--- src/hw/rtl/psrb_ram.sv ---
`timescale 1ns / 1ps
// ----------------------------------------------------------------------------
// psrb_ram
// Simple dual-port memory, one write and one registered read per cycle.
// ----------------------------------------------------------------------------
`default_nettype none

module psrb_ram #(
	parameter int DEPTH = 64,
	parameter int WIDTH = 48
) (
	input  wire logic                     clk,
	input  wire logic                     we,
	input  wire logic [$clog2(DEPTH)-1:0] waddr,
	input  wire logic [WIDTH-1:0]         wdata,
	input  wire logic [$clog2(DEPTH)-1:0] raddr,
	output logic      [WIDTH-1:0]         rdata
);

	logic [WIDTH-1:0] mem [DEPTH];

	always_ff @(posedge clk) begin
		if (we) begin
			mem[waddr] <= wdata;
		end
		rdata <= mem[raddr];
	end

endmodule

`default_nettype wire
--- config.mk ---
export PLATFORM = sky130hd
export DESIGN_NAME = psrb_ram
export DESIGN_NICKNAME = d
export VERILOG_FILES = /design/src/hw/rtl/psrb_ram.sv
export SDC_FILE = /design/constraint.sdc
export NUM_CORES = 2
export LEC_CHECK = 0
export ABC_CLOCK_PERIOD_IN_PS = 5700
export BUFFER_PORTS_ARGS = -buffer_cell sky130_fd_sc_hd__clkbuf_2
export CAP_MARGIN = 25
export CELL_PAD_IN_SITES_DETAIL_PLACEMENT = 1
export CELL_PAD_IN_SITES_GLOBAL_PLACEMENT = 1
export CORE_UTILIZATION = 40
export DETAILED_ROUTE_END_ITERATION = 6
export PLACE_DENSITY = 0.68
export SYNTH_ARGS = -nofsm -noshare
export SYNTH_HDL_FRONTEND = slang
export SYNTH_SLANG_ARGS = --single-unit
--- constraint.sdc ---
create_clock -name clk -period 5.7 [get_ports clk]
set_input_delay 1.14 -clock clk [delete_from_list [all_inputs] [get_ports clk]]
set_output_delay 1.14 -clock clk [all_outputs]
set_load 0.02 [all_outputs]
# [After elaboration in Yosys (flattened, before gate mapping)]
# Memories as Yosys holds them, arrays and structs flattened. A register that Yosys moved wholly into a read port is not among the register bits.
# Index checks and enable logic that the tools add are counted.
[totals] mem_count=1 reg_bits=0 out_inout_bits=48 wordCells=3 mem_bits_rw=3072 latchBits=0 mem_bits_ro=0
[mem_list] memory="mem" words=64 word_bits=48 read_ports=1 rd_clocked_by_memory_dff=1 wr=1 line="20" text="logic [WIDTH-1:0] mem [DEPTH];"
[op_classes] div_mod_pow=0 magnitude_cmp=0 eq_ne=0 n_shift=0 reduce_logical=0 add_sub_neg=0 bitwise=0 n_mul=0 mux=2
[ops] operator="1-bit two-way mux" count=2

# [Depth between registers and ports, before layout]
[logic_depth] word_depth=2 ltp_mapped=9 ltp_nobuf=5

# [Least setup slack after synthesis]
# No wires, ideal clock.
[synth_path] kind="input -> register" startpoint="input waddr[3]" endpoint="memory mem[48][0] (enable)" path_buffers=1 required_ns=5.187 arrival_ns=4.912 path_slack_ns=0.275 cell_stages=4 path_cell_list="clkbuf_1 -> nor2b_1 -> nand4b_1 -> nor3_1"
[synth_rtl] item="from (decl)" line="14" text="input wire logic [$clog2(DEPTH)-1:0] waddr,"
[synth_rtl] item="to (decl)" line="20"
# Straight into the memory's write port.

==> metrics.cfg <==
[timing]
holdWs_ps=509
slew_headroom=0.248
tns_ps=0
tightest_slew_ps=1130
maxSlewViolCount=0
finalHoldViolCount=0
period_share=0.609
finClkSkew_ps=35.9
layout_min_cycle_time_ps=3470
rsz0062_at_grt=no
fmax_mhz=288
setup_viol=0

[setup_path]
crit_required_ps=6380
crit_chain=buf_8 -> buf_4 -> buf_12 -> mux4_2 -> a22o_1 -> a221oi_1 -> a221oi_1
path_max_fanout=94
cp.buffers_inverters=3
cp_top_family=buffers and inverters
crit_arrival_ps=4150
critPathKind=primary input to flip-flop
cp-end-kind=flip-flop
slowest_delay_ps=520
cpMostUsedCell=a221oi_1
crit_path_start_kind=primary input
crit_slowest_cell=buf_8

[grt]
grt.total_usage=0.221
grt_pass1_wl_um=458000
grt_pass1_vias=59600
grt_max_degree=120
antenna_found_initial=27
gr-total-overflow=0

[logic_synthesis]
netlist_instances=4970
avgSynthCellArea_um2=23.6
syn_area_um2=117000
synth_warnings=0
synth_nets=5032
yosysSeqAreaShare=0.796
ys_ff_latch=3120
ys_types=36

[cts]
cts_resized=0
holdBufCountCts=0
h-tree-depth=5
clkTransAtPathRegs_ps=60
clock_sinks=3120
cts_max_path_buffers=4
cts_tree=yes
tritoncts.num_buffers=317
postCtsSetupBuffers=0
clock-root-buffer=clkbuf_16
clock_latency_ps=870

[power]
leakagePower_nw=41.7
powerDensity_nw_per_um2=360
irDropWorstVdd_v=0.000353
total_power_mw=48.5

[placement]
port_buffers=109
dpl.hpwl_um=183000
placed_cells=8913
gp_congestion=0.796

[routing]
drcViolationCount=0
drt-total-wl_um=329000
firstDrtPassIters=5
vias=57200
via_per_inst=6.01
detail-route-antenna-nets=0
drt_iter0_drc=7645
wl_per_cell_um=34.6

[min_path]
min_path_type=primary input to flip-flop

[final_layout]
fin_util=0.463
stdcell_count=9519
final_cell_mix=edfxtp_1 (3072), mux4_2 (754), clkbuf_16 (322)
final_common_cell=edfxtp_1
final_nets=5420
area.growth.synth_to_final_pct=15.1
drive_gt1_frac=0.295

[floorplanning]
chipWidth_um=543
fp-row-count=198
dieArea_um2=295000
core-area_um2=291000
ios=110
die_h_um=543
initial_core_util=0.402

[status]
status=completed

[job]
drv_cap=0

## power breakdown
| part | leakage (nW) | switching, mW | internal (mW) |
|---|---|---|---|
| registers | 28.0 | 0.113 | 25.4 |
| logic | 8.69 | 1.47 | 0.860 |
| clock network | 4.98 | 8.75 | 11.9 |
## cells by family (layout without fill, tap and decap cells)
| kind of cell | count (synthesis) | count (layout) | share of synthesized area |
|---|---|---|---|
| other cells | 0 | 8 | 0 |
| simple gates | 253 | 253 | 0.00957 |
| flops | 3120 | 3120 | 0.796 |
| buf+inv | 282 | 923 | 0.0128 |
| compound gates | 486 | 486 | 0.0302 |
| mux | 829 | 829 | 0.152 |
## state kept, by name (all words and copies together), names as in the netlist
| register | cells |
|---|---|
| rdata | 48 |
| mem | 3072 |
## layout make-up
| class | count | area (µm²) |
|---|---|---|
| Fill cell | 26000 | 156000 |
| Sequential cell | 3120 | 93200 |
| Multi-Input combinational cell | 1568 | 22900 |
| Clock buffer | 404 | 8470 |
| Tap cell | 3900 | 4880 |
| Timing Repair Buffer | 351 | 3550 |
| Clock inverter | 168 | 1720 |
| Antenna cell | 8 | 20.0 |
## metrics by stage
| stage | worst slack (ps) | cell area [µm²] |
|---|---|---|
| 2_1_floorplan | 275 | 117000 |
| 6_report | 2230 | 135000 |
| 3_3_place_gp | 1430 | 124000 |
| 4_1_cts | 2300 | 134000 |
| 3_5_place_dp | 1410 | 124000 |
| 5_1_grt | 2150 | 135000 |
## path summary, 6_finish.rpt
kind	startpoint	to	slack [ps]	depth (start not counted)
worst min register to register	mem[35][42]	rdata[42]	850	5
worst max-delay path	raddr[1]	rdata[34]	2230	7
worst min-delay path	wdata[37]	mem[8][37]	510	1
worst max register to register	mem[42][3]	rdata[3]	3440	5
## per-layer routing
metal  up-vias  GRT usage  share of wire
met3       528     0.0434          0.089
met4        18     0.0638          0.031
met2      2932      0.364           0.49
met1     31400      0.300           0.39
li1      22300          -              -
met5         -          0        0.00035
## Yosys cell counts (all sizes together)
library cell	n	share of area
a211oi	32	0.0021
a21oi	74	0.0032
a221oi	83	0.0062
a22o	57	0.0043
a22oi	72	0.0046
a311o	1	0.000085
a311oi	11	0.00082
a31o	5	0.00037
a31oi	1	0.000053
and2	3	0.00016
and3	1	0.000053
buf	183	0.0096
clkbuf	99	0.0032
dfxtp	48	0.0082
edfxtp	3072	0.79
mux2	12	0.0012
mux2i	63	0.0054
mux4	754	0.14
nand2	55	0.0018
nand2b	10	0.00053
nand3	7	0.00030
nand3b	5	0.00032
nand4	2	0.00011
nand4b	1	0.000075
nor2	132	0.0042
nor2b	24	0.0013
nor3	3	0.00013
o221ai	28	0.0021
o22ai	122	0.0065
or2	3	0.00016
or3	3	0.00016
or3b	4	0.00030
(Power assumes the default switching activity.)
